File: src/rtl/bcr_pkg.sv
`default_nettype none

package bcr_pkg;

  typedef logic signed [31:0] q16_t;

  localparam int unsigned CfgIdxW = 3;

  localparam logic [CfgIdxW-1:0] REG_COEF_3    = 3'd0;
  localparam logic [CfgIdxW-1:0] REG_COEF_2    = 3'd1;
  localparam logic [CfgIdxW-1:0] REG_COEF_1    = 3'd2;
  localparam logic [CfgIdxW-1:0] REG_COEF_0    = 3'd3;
  localparam logic [CfgIdxW-1:0] REG_TOLERANCE = 3'd4;

  localparam logic [31:0] TOL_RESET = 32'd66;
  localparam q16_t        SAT_MAX   = 32'sh7fff_ffff;
  localparam q16_t        SAT_MIN   = 32'sh8000_0000;

  typedef enum logic [2:0] {
    ST_IDLE,
    ST_EVAL_LO,
    ST_CHECK,
    ST_EVAL_MID,
    ST_DONE
  } bcr_state_e;

  typedef enum logic [1:0] {
    HS_IDLE,
    HS_MUL,
    HS_ADD
  } hrn_state_e;

  typedef struct packed {
    logic start;
    q16_t x;
  } hrn_req_t;

  typedef struct packed {
    logic done;
    q16_t value;
  } hrn_rsp_t;

endpackage

`default_nettype wire

File: src/rtl/bcr_horner.sv
`default_nettype none

// Evaluates the cubic by Horner's rule on one multiplier and one adder,
// with a multiply state and then a saturating add state for each term.
module bcr_horner (
  input  wire logic              clk_i,
  input  wire logic              rst_ni,
  input  wire bcr_pkg::q16_t     coef_i [4],
  input  wire bcr_pkg::hrn_req_t req_i,
  output bcr_pkg::hrn_rsp_t      rsp_o
);

  bcr_pkg::hrn_state_e state_q, state_d;
  logic [1:0]          idx_q;
  logic                done_q;
  bcr_pkg::q16_t       acc_q;
  bcr_pkg::q16_t       x_q;
  logic signed [63:0]  prod_q;

  logic signed [47:0]  shr;
  bcr_pkg::q16_t       mul_sat;
  logic signed [32:0]  sum;
  bcr_pkg::q16_t       add_sat;

  always_comb begin
    shr = prod_q[63:16];
    if (!shr[47] && (|shr[46:31])) begin
      mul_sat = bcr_pkg::SAT_MAX;
    end else if (shr[47] && !(&shr[46:31])) begin
      mul_sat = bcr_pkg::SAT_MIN;
    end else begin
      mul_sat = shr[31:0];
    end
    sum = {mul_sat[31], mul_sat} + {coef_i[idx_q][31], coef_i[idx_q]};
    if (sum[32] != sum[31]) begin
      add_sat = sum[32] ? bcr_pkg::SAT_MIN : bcr_pkg::SAT_MAX;
    end else begin
      add_sat = sum[31:0];
    end
  end

  always_comb begin
    state_d = state_q;
    case (state_q)
      bcr_pkg::HS_IDLE: begin
        if (req_i.start) begin
          state_d = bcr_pkg::HS_MUL;
        end
      end
      bcr_pkg::HS_MUL: begin
        state_d = bcr_pkg::HS_ADD;
      end
      bcr_pkg::HS_ADD: begin
        state_d = (idx_q == 2'd0) ? bcr_pkg::HS_IDLE : bcr_pkg::HS_MUL;
      end
      default: begin
        state_d = bcr_pkg::HS_IDLE;
      end
    endcase
  end

  always_ff @(posedge clk_i or negedge rst_ni) begin
    if (!rst_ni) begin
      state_q <= bcr_pkg::HS_IDLE;
      idx_q   <= 2'd0;
      done_q  <= 1'b0;
    end else begin
      state_q <= state_d;
      done_q  <= (state_q == bcr_pkg::HS_ADD) && (idx_q == 2'd0);
      if (state_q == bcr_pkg::HS_IDLE && req_i.start) begin
        idx_q <= 2'd2;
      end else if (state_q == bcr_pkg::HS_ADD && idx_q != 2'd0) begin
        idx_q <= idx_q - 2'd1;
      end
    end
  end

  always_ff @(posedge clk_i) begin
    if (state_q == bcr_pkg::HS_IDLE && req_i.start) begin
      acc_q <= coef_i[3];
      x_q   <= req_i.x;
    end else if (state_q == bcr_pkg::HS_MUL) begin
      prod_q <= acc_q * x_q;
    end else if (state_q == bcr_pkg::HS_ADD) begin
      acc_q <= add_sat;
    end
  end

  assign rsp_o.done  = done_q;
  assign rsp_o.value = acc_q;

endmodule

`default_nettype wire

File: src/rtl/bisection_cubic_root.sv
// Bisection root finder for the cubic coef_3*x^3 + coef_2*x^2 + coef_1*x + coef_0
// in signed Q16.16. The configuration channel writes one register per beat
// (index 0..4: coef_3, coef_2, coef_1, coef_0, tolerance); it is always ready
// and should be used only while the block is idle. Each input beat carries
// the interval ends, low in tdata[31:0] and high in tdata[63:32]; each
// output beat carries the root, the midpoint of the final interval.
// Sequence: after the start, p(low) is evaluated once; each bisection step
// is then one check plus an evaluation of p(mid) (three multiply and add
// pairs and one result register on the shared Horner unit), for at most
// MAX_STEPS steps (48 by default), followed by the final check and the load
// of the output register. The search ends early when a midpoint value is zero.
// One item is in progress at a time; the input is ready only while idle.
// The result sits in an output register; a new item may be accepted while
// it waits, and that item stalls at its end until the receiver takes the
// previous result. Reset clears all control state, sets the coefficients
// to zero and the tolerance to 66 (about 0.001).
`default_nettype none

module bisection_cubic_root #(
  parameter int unsigned MAX_STEPS = 48
) (
  input  wire logic                        clk_i,
  input  wire logic                        rst_ni,
  input  wire logic                        cfg_valid_i,
  output logic                             cfg_ready_o,
  input  wire logic [bcr_pkg::CfgIdxW-1:0] cfg_index_i,
  input  wire logic [31:0]                 cfg_data_i,
  input  wire logic                        s_axis_tvalid_i,
  output logic                             s_axis_tready_o,
  // interval_low [31:0], interval_high [63:32]
  input  wire logic [63:0]                 s_axis_tdata_i,
  output logic                             m_axis_tvalid_o,
  input  wire logic                        m_axis_tready_i,
  // root [31:0]
  output logic [31:0]                      m_axis_tdata_o
);

  localparam int unsigned StepW = $clog2(MAX_STEPS + 1);

  bcr_pkg::bcr_state_e state_q, state_d;
  bcr_pkg::q16_t       coef_q [4];
  logic [31:0]         tol_q;
  bcr_pkg::q16_t       lo_q;
  bcr_pkg::q16_t       hi_q;
  bcr_pkg::q16_t       mid_q;
  logic [StepW-1:0]    steps_q;
  logic                vl_neg_q;
  logic                vl_pos_q;
  logic                out_valid_q;
  logic [31:0]         out_data_q;

  bcr_pkg::hrn_req_t   hreq;
  bcr_pkg::hrn_rsp_t   hrsp;

  logic                in_fire;
  logic                out_free;
  logic signed [33:0]  width;
  logic signed [32:0]  sum;
  bcr_pkg::q16_t       mid;
  logic                cont;
  logic                vm_zero;
  logic                vm_neg;
  logic                vm_pos;
  logic                flip;

  assign cfg_ready_o     = 1'b1;
  assign s_axis_tready_o = (state_q == bcr_pkg::ST_IDLE);
  assign in_fire         = s_axis_tvalid_i && s_axis_tready_o;
  assign out_free        = !out_valid_q || m_axis_tready_i;

  assign width = {{2{hi_q[31]}}, hi_q} - {{2{lo_q[31]}}, lo_q};
  assign sum   = {hi_q[31], hi_q} + {lo_q[31], lo_q};
  assign mid   = sum[32:1];
  assign cont  = (steps_q < StepW'(MAX_STEPS)) && (width > $signed({2'b00, tol_q}));

  assign vm_zero = (hrsp.value == '0);
  assign vm_neg  = hrsp.value[31];
  assign vm_pos  = !vm_neg && !vm_zero;
  assign flip    = (vl_neg_q && vm_pos) || (vl_pos_q && vm_neg);

  always_comb begin
    hreq.start = 1'b0;
    hreq.x     = mid;
    if (state_q == bcr_pkg::ST_IDLE) begin
      hreq.start = in_fire;
      hreq.x     = s_axis_tdata_i[31:0];
    end else if (state_q == bcr_pkg::ST_CHECK) begin
      hreq.start = cont;
    end
  end

  bcr_horner u_horner (
    .clk_i  (clk_i),
    .rst_ni (rst_ni),
    .coef_i (coef_q),
    .req_i  (hreq),
    .rsp_o  (hrsp)
  );

  always_comb begin
    state_d = state_q;
    case (state_q)
      bcr_pkg::ST_IDLE: begin
        if (in_fire) begin
          state_d = bcr_pkg::ST_EVAL_LO;
        end
      end
      bcr_pkg::ST_EVAL_LO: begin
        if (hrsp.done) begin
          state_d = bcr_pkg::ST_CHECK;
        end
      end
      bcr_pkg::ST_CHECK: begin
        state_d = cont ? bcr_pkg::ST_EVAL_MID : bcr_pkg::ST_DONE;
      end
      bcr_pkg::ST_EVAL_MID: begin
        if (hrsp.done) begin
          state_d = vm_zero ? bcr_pkg::ST_DONE : bcr_pkg::ST_CHECK;
        end
      end
      bcr_pkg::ST_DONE: begin
        if (out_free) begin
          state_d = bcr_pkg::ST_IDLE;
        end
      end
      default: begin
        state_d = bcr_pkg::ST_IDLE;
      end
    endcase
  end

  always_ff @(posedge clk_i or negedge rst_ni) begin
    if (!rst_ni) begin
      state_q     <= bcr_pkg::ST_IDLE;
      coef_q[0]   <= '0;
      coef_q[1]   <= '0;
      coef_q[2]   <= '0;
      coef_q[3]   <= '0;
      tol_q       <= bcr_pkg::TOL_RESET;
      steps_q     <= '0;
      out_valid_q <= 1'b0;
    end else begin
      state_q <= state_d;
      if (cfg_valid_i && cfg_ready_o) begin
        case (cfg_index_i)
          bcr_pkg::REG_COEF_3:    coef_q[3] <= cfg_data_i;
          bcr_pkg::REG_COEF_2:    coef_q[2] <= cfg_data_i;
          bcr_pkg::REG_COEF_1:    coef_q[1] <= cfg_data_i;
          bcr_pkg::REG_COEF_0:    coef_q[0] <= cfg_data_i;
          bcr_pkg::REG_TOLERANCE: tol_q     <= cfg_data_i;
          default: begin
          end
        endcase
      end
      if (in_fire) begin
        steps_q <= '0;
      end else if (state_q == bcr_pkg::ST_CHECK && cont) begin
        steps_q <= steps_q + StepW'(1);
      end
      if (state_q == bcr_pkg::ST_DONE && out_free) begin
        out_valid_q <= 1'b1;
      end else if (m_axis_tready_i) begin
        out_valid_q <= 1'b0;
      end
    end
  end

  always_ff @(posedge clk_i) begin
    if (in_fire) begin
      lo_q <= s_axis_tdata_i[31:0];
      hi_q <= s_axis_tdata_i[63:32];
    end
    if (state_q == bcr_pkg::ST_CHECK) begin
      mid_q <= mid;
    end
    if (state_q == bcr_pkg::ST_EVAL_LO && hrsp.done) begin
      vl_neg_q <= vm_neg;
      vl_pos_q <= vm_pos;
    end
    if (state_q == bcr_pkg::ST_EVAL_MID && hrsp.done && !vm_zero) begin
      if (flip) begin
        hi_q <= mid_q;
      end else begin
        lo_q     <= mid_q;
        vl_neg_q <= vm_neg;
        vl_pos_q <= vm_pos;
      end
    end
    if (state_q == bcr_pkg::ST_DONE && out_free) begin
      out_data_q <= mid_q;
    end
  end

  assign m_axis_tvalid_o = out_valid_q;
  assign m_axis_tdata_o  = out_data_q;

`ifndef SYNTHESIS
  a_done_in_eval: assert property (@(posedge clk_i) disable iff (!rst_ni)
    hrsp.done |-> (state_q == bcr_pkg::ST_EVAL_LO || state_q == bcr_pkg::ST_EVAL_MID))
    else $error("Horner result outside an evaluation state");

  a_step_cap: assert property (@(posedge clk_i) disable iff (!rst_ni)
    steps_q <= StepW'(MAX_STEPS))
    else $error("Step count above the cap");

  a_accept_starts: assert property (@(posedge clk_i) disable iff (!rst_ni)
    in_fire |=> state_q == bcr_pkg::ST_EVAL_LO)
    else $error("Accepted beat did not start an evaluation");

  a_out_load_free: assert property (@(posedge clk_i) disable iff (!rst_ni)
    (state_q == bcr_pkg::ST_DONE && out_valid_q && !m_axis_tready_i)
      |=> state_q == bcr_pkg::ST_DONE)
    else $error("Result left while the output register was full");
`endif

endmodule

`default_nettype wire
File: config.mk
export PLATFORM = sky130hd
export DESIGN_NAME = bisection_cubic_root
export DESIGN_NICKNAME = d
export VERILOG_FILES = /design/src/rtl/bcr_pkg.sv /design/src/rtl/bcr_horner.sv /design/src/rtl/bisection_cubic_root.sv
export SDC_FILE = /design/constraint.sdc
export NUM_CORES = 2
export LEC_CHECK = 0
export ABC_AREA = 1
export ABC_CLOCK_PERIOD_IN_PS = 7800
export BUFFER_PORTS_ARGS = -buffer_cell sky130_fd_sc_hd__buf_2
export CAP_MARGIN = 10
export CELL_PAD_IN_SITES_DETAIL_PLACEMENT = 0
export CELL_PAD_IN_SITES_GLOBAL_PLACEMENT = 1
export CORE_MARGIN = 2
export CORE_UTILIZATION = 45
export CTS_CLUSTER_SIZE = 16
export DETAILED_ROUTE_END_ITERATION = 16
export GPL_ROUTABILITY_DRIVEN = 0
export GPL_TIMING_DRIVEN = 0
export HOLD_SLACK_MARGIN = 0.06
export MAX_ROUTING_LAYER = met4
export PLACE_DENSITY = 0.82
export RECOVER_POWER = 25
export SLEW_MARGIN = 20
export SYNTH_ARGS = -nofsm -noshare
export SYNTH_HDL_FRONTEND = slang
export SYNTH_HIERARCHICAL = 1
export SYNTH_SLANG_ARGS = --single-unit
export TNS_END_PERCENT = 5
File: constraint.sdc
create_clock -name clk_i -period 7.8 [get_ports clk_i]
set_input_delay 0 -clock clk_i [delete_from_list [all_inputs] [get_ports clk_i]]
set_output_delay 0 -clock clk_i [all_outputs]
set_load 0.02 [all_outputs]
# After elaboration in Yosys (flattened, before gate mapping)
# Index checks and enable logic that the tools add are counted.
# W data, S select, Z words.
dict set report totals {
  regBits 433
  inputBits 104
  out_inout_bits 35
  word_cells 131
}
dict set report op_classes {
  n_addsub 5
  mul 1
  n_lt_le_gt_ge 3
  eq_ne 17
  mux 41
  n_bitwise 2
  reduce_logical 42
}
# operator n
set op_table {}
lappend op_table {{$mux W32} 16}
lappend op_table {{$add A32 B32 Y33} 2}
lappend op_table {{$bmux W32 S2} 1}
lappend op_table {{$mul A32 B32 Y64} 1}
lappend op_table {{$gt A33 B33 Y1} 1}
lappend op_table {{$sub A32 B32 Y33} 1}
lappend op_table {{$logic_not A32 Y1} 1}
lappend op_table {{$mux W3} 6}
lappend op_table {{$reduce_and A16 Y1} 1}
lappend op_table {{$reduce_or A16 Y1} 1}
lappend op_table {{$logic_and A1 B1 Y1} 15}
lappend op_table {{$pmux W3 S5} 1}
lappend op_table {{$reduce_and A2 Y1} 7}
lappend op_table {{$eq A3 B2 Y1 const B} 4}
lappend op_table {{$mux W6} 2}
lappend op_table {{$mux W1} 11}
lappend op_table {{$ne A2 B1 Y1 const B} 5}
lappend op_table {{$reduce_bool A2 Y1} 5}
lappend op_table {{$add A6 B1 Y6 const B} 1}
lappend op_table {{$eq A3 B1 Y1 const B} 2}
lappend op_table {{$eq A3 B3 Y1 const B} 2}
lappend op_table {{$logic_not A3 Y1} 2}
lappend op_table {{$lt A6 B6 Y1 const B} 1}
lappend op_table {{$mux W2} 3}
lappend op_table {{other kinds (13)} 19}

# Longest topological paths before layout
dict set report logic_depth {
  word_depth 11
  depth_mapped 32
  mapped_depth_nobuf 31
}

# By module
# The synthesis kept the hierarchy.
# mod instances cells_each area_each_um2 seq_area_each_um2
set modules_own_cells {}
lappend modules_own_cells {bcr_horner 1 5692 45383.5 3488.3}
lappend modules_own_cells {bisection_cubic_root 1 1950 15872.7 7499.7}

# Least setup slack after synthesis
# Ideal clock, no wire load.
dict set report synth_path {
  kind {register -> register}
  from {reg u_horner.acc_q[31]}
  to {reg u_horner.prod_q[63], data pin}
  setup_time_ps 258
  t_arrival_ps 7269
  setup_slack_ps 273
  stages_incl_launch_ff 29
  synth_period_minus_slack_ps 7527
  cell_sequence {edfxtp_1 -> clkbuf_1 -> nand2_1 -> inv_1 -> fa_1 -> fa_1 -> fa_1 -> fa_1 -> inv_1 -> fa_1 -> inv_1 -> fa_1 -> inv_1 -> fa_1 -> inv_1 -> fa_1 -> ha_1 -> nand2_1 -> nor2_1 -> inv_1 -> nor2_1 -> inv_1 -> nor2_1 -> inv_1 -> nor3_1 -> a21boi_0 -> nor2_1 -> nand2_1 -> nand2_1}
}
dict set report synth_between {
  elab_chain_len 1
}
# item line
set synth_lines {}
lappend synth_lines {{start, declared} bcr_horner.sv:16} ;# bcr_pkg::q16_t acc_q;
lappend synth_lines {{start signal, assigned} bcr_horner.sv:80} ;# acc_q <= coef_i[3];
lappend synth_lines {{start signal, assigned} bcr_horner.sv:85} ;# acc_q <= add_sat;
lappend synth_lines {{$mul A32 B32 Y64} bcr_horner.sv:83} ;# prod_q <= acc_q * x_q;
lappend synth_lines {{end signal, assigned} bcr_horner.sv:83}
lappend synth_lines {{end, declared} bcr_horner.sv:18} ;# logic signed [63:0] prod_q;
# No other way between the ends.
# A chain may end at the register's enable or synchronous reset.

# Worst setup path in the final report
dict set report layout_path {
  from {reg u_horner.x_q[19]}
  to {reg u_horner.prod_q[56], data pin}
}
dict set report layout_between {
  elab_chain_len 1
}
# item line
set layout_lines {}
lappend layout_lines {{start, declared} bcr_horner.sv:17} ;# bcr_pkg::q16_t x_q;
lappend layout_lines {{start signal, assigned} bcr_horner.sv:81} ;# x_q <= req_i.x;
lappend layout_lines {{$mul A32 B32 Y64} bcr_horner.sv:83}
# No other way between the ends.

==> impl_metrics.json <==
{
  "outcome": "finished, violations left",
  "violations": "capacitance limit, slew limit, setup timing",
  "relSlewSlack": -2.28,
  "die_w_um": 373,
  "pwr-share-comb": 0.214,
  "finalCritPeriodShare": 1.00,
  "rsz0062_at_grt": "yes",
  "dpl-instance-area_um2": 64300,
  "crit_required_ps": 8130,
  "overflow": 0,
  "seq_area_um2": 11000,
  "dieArea_um2": 139000,
  "drtAntennaViolNets": 0,
  "wl_per_cell_um": 23.1,
  "vdd_drop_max_uv": 166,
  "slew_viol_final": 177,
  "cts_root_buf": "clkbuf_16",
  "skew_ps": 38.9,
  "drt-total-wl_um": 227000,
  "drv_cap": 2,
  "crit_path_cell_trace": "buf_4 > clkbuf_2 > nand2_1 > fa_1 > fa_1 > inv_1 > fa_1 > inv_1 > fa_1 > inv_1 > fa_1 > fa_1 > fa_1 > fa_1 > ha_1 > nand2_1 > o21ai_0 > a21oi_1 > o21ai_0 > a31oi_2 > nand3_1 > nand2_1",
  "worstPathArrival_ps": 8160,
  "coreArea_um2": 135000,
  "initial_core_util": 0.453,
  "synth_edf_count": 176,
  "cts_max_path_buffers": 3,
  "nNetsFinal": 9532,
  "dr.pass1.iters": 6,
  "antenna_found_initial": 4,
  "grt_max_degree": 93,
  "layout_common_cells": "1940 x nand2_1, 1895 x inv_1, 1067 x fa_1",
  "die_height_um": 373,
  "place_hpwl_um": 189000,
  "clock_power_share": 0.361,
  "worstMarginPinSlew_ps": 4920,
  "power_switching_mw": 1.90,
  "crit_slowest_cell": "fa_1",
  "yosysSeqAreaShare": 0.179,
  "period_minus_slack_ps": 7820,
  "switching_share": 0.316,
  "synth_cell_type_count": 61,
  "path_class": "flip-flop to flip-flop",
  "hold_viol_final": 0,
  "ys_seq_elements": 417,
  "final_common_cell": "nand2_1",
  "clock_latency_ps": 620,
  "postSynth.asyncResetShare": 0.420,
  "critPathMaxStageDelay_ps": 680,
  "syn_to_final_growth_pct": 11.7,
  "syn_area_per_cell_um2": 8.02,
  "instances_no_fill": 9852,
  "ios": 139,
  "cts_tree": "yes",
  "port_buffers": 137,
  "fin_ws_ps": -23.3,
  "syn_nets": 9140,
  "p_int_mw": 4.13,
  "cts-buffers-inserted": 41,
  "design_area_um2": 68400,
  "routed_via_density": 5.37,
  "synth-main-ff-cell": "edfxtp_1",
  "drc_errors": 0,
  "drive_gt1_frac": 0.0874,
  "dp_cells": 9568,
  "crit_top_cell": "fa_1",
  "worstHoldPathType": "primary input to flip-flop",
  "drt_iter0_markers": 5639,
  "nFillCells": 13100,
  "multi_input_area_um2": 42200,
  "grt_pass1_vias": 53700,
  "grt_pass1_wl_um": 337000,
  "rows": 135,
  "htreeDepth": 2,
  "tns_ps": -55.7,
  "num_vias": 52900,
  "setup_viol": 3,
  "p_leak_nw": 38.4,
  "yosysWarningCount": 6,
  "grt_usage": 0.336,
  "cp-start-kind": "flip-flop",
  "numClockSinks": 417,
  "syn_inst": 7642,
  "crit_path_end_kind": "flip-flop",
  "path_max_fanout": 10,
  "seqPwrFrac": 0.425,
  "path_clk_slew_ps": 70,
  "p_per_area_nw_per_um2": 88.2,
  "max_freq_mhz": 128,
  "syn_area_um2": 61300
}
## layout make-up
| cell class | instances | area share |
|---|---|---|
| well taps | 1781 | 0.0326 |
| multi-input cells | 4998 | 0.617 |
| repair buffers | 352 | 0.0405 |
| diodes | 4 | 0.000146 |
| clock buffers | 47 | 0.0156 |
| inverters | 1919 | 0.105 |
| plain buffers | 305 | 0.0227 |
| flip-flops and latches | 417 | 0.161 |
| clock inverters | 29 | 0.00583 |
## cells in the mapped netlist (10+ instances only)
| master | number | area (um^2) |
|---|---|---|
| nand2_1 | 1943 | 7290 |
| inv_1 | 1910 | 7170 |
| fa_1 | 1084 | 21700 |
| nor2_1 | 433 | 1630 |
| o21ai_0 | 375 | 1880 |
| ha_1 | 310 | 3880 |
| clkbuf_1 | 268 | 1010 |
| a21oi_1 | 247 | 1240 |
| edfxtp_1 | 176 | 5290 |
| dfrtp_1 | 173 | 4330 |
| nand3_1 | 131 | 656 |
| xor2_1 | 105 | 920 |
| dfxtp_1 | 66 | 1320 |
| a21oi_2 | 42 | 368 |
| a31oi_1 | 41 | 257 |
| nand4_1 | 32 | 200 |
| o22ai_1 | 32 | 200 |
| nor3_1 | 30 | 150 |
| nor4_1 | 27 | 169 |
| buf_2 | 25 | 125 |
| o21bai_1 | 24 | 180 |
| nand2_2 | 16 | 100 |
| a21o_1 | 14 | 105 |
| or2_2 | 12 | 75.1 |
| xnor2_1 | 12 | 105 |
| a21boi_0 | 10 | 75.1 |
| o211ai_1 | 10 | 75.1 |
## logic make-up after synthesis
| kind of cell | count (synthesis) | synth area share |
|---|---|---|
| simple gates | 2658 | 0.173 |
| buf+inv | 2227 | 0.138 |
| fa+ha+maj | 1394 | 0.418 |
| compound gates | 828 | 0.0758 |
| flops | 417 | 0.179 |
| xor+xnor | 117 | 0.0167 |
| other cells | 1 | 0.0000612 |
## power by group through the flow
| stage | logic, mW | registers [mW] | clock network, mW |
|---|---|---|---|
| final | 1.29 | 2.56 | 2.18 |
| after global routing | 1.42 | 2.58 | 2.29 |
| after CTS | 1.28 | 2.56 | 2.21 |
| after detailed placement | 1.23 | 2.60 | 0 |
| after global placement | 1.21 | 2.60 | 0 |
| after floorplan | 0.831 | 2.57 | 0 |
## routing by layer
metal  part of all wire  up-vias  track usage
met2               0.46     2765        0.522
met3               0.10      602       0.0613
met5                  0        -            -
met1               0.38    26200        0.421
met4              0.064        0        0.175
li1                   -    23300            -
## path summary, 6_finish.rpt
path	startpoint	endpoint	cells past startpoint	slack, ps
worst max-delay path	u_horner/x_q[19]	u_horner/prod_q[56]	22	-20
worst min-delay path	m_axis_tready_i	m_axis_tvalid_o	3	160
worst max register to register	u_horner/x_q[19]	u_horner/prod_q[56]	22	-20
worst min register to register	vl_pos_q	vl_pos_q	2	480
max in group asynchronous	rst_ni	u_horner/done_q	4	2560
min in group asynchronous	rst_ni	coef_q[80]	4	2240
## sequential cells by signal (all words and copies together), names as in the netlist, 32 cells and up
name,cells
lo_q,32
mid_q,32
m_axis_tdata_o,32
tol_q,32
u_horner/prod_q,48
hi_q,32
u_horner/x_q,32
u_horner/acc_q,32
coef_q,128
## per-stage QoR
stage | hold slack, ps | worst slack [ps] | utilization | power [mW]
after global placement | 205 | -1990 | 0.474 | 3.81
after global routing | 167 | -117 | 0.506 | 6.28
after floorplan | -296 | 273 | - | 3.40
after detailed placement | 81.5 | -2100 | 0.476 | 3.83
final | 156 | -23.3 | 0.506 | 6.03
after CTS | 141 | -13.2 | 0.501 | 6.05
## worst max-delay path: cells and delay by family (launching register included)
kind | cells | cell delay [ps]
adders and majority gates | 9 | 4650
AOI/OAI and AO/OA | 4 | 1140
buffers and inverters | 5 | 830
and+or+nand+nor | 4 | 460
DFF | 1 | 460
## what timing repair did
action / in CTS / in global routing
hold buffers: 106 / 0
hold endpoints to repair: 432 / 0
resized for setup: 195 / 203
setup buffers: 64 / 38
setup endpoints to repair: 43 / 38
pin swaps: 6 / 29
No activity file was read; power rests on OpenSTA's default activity.
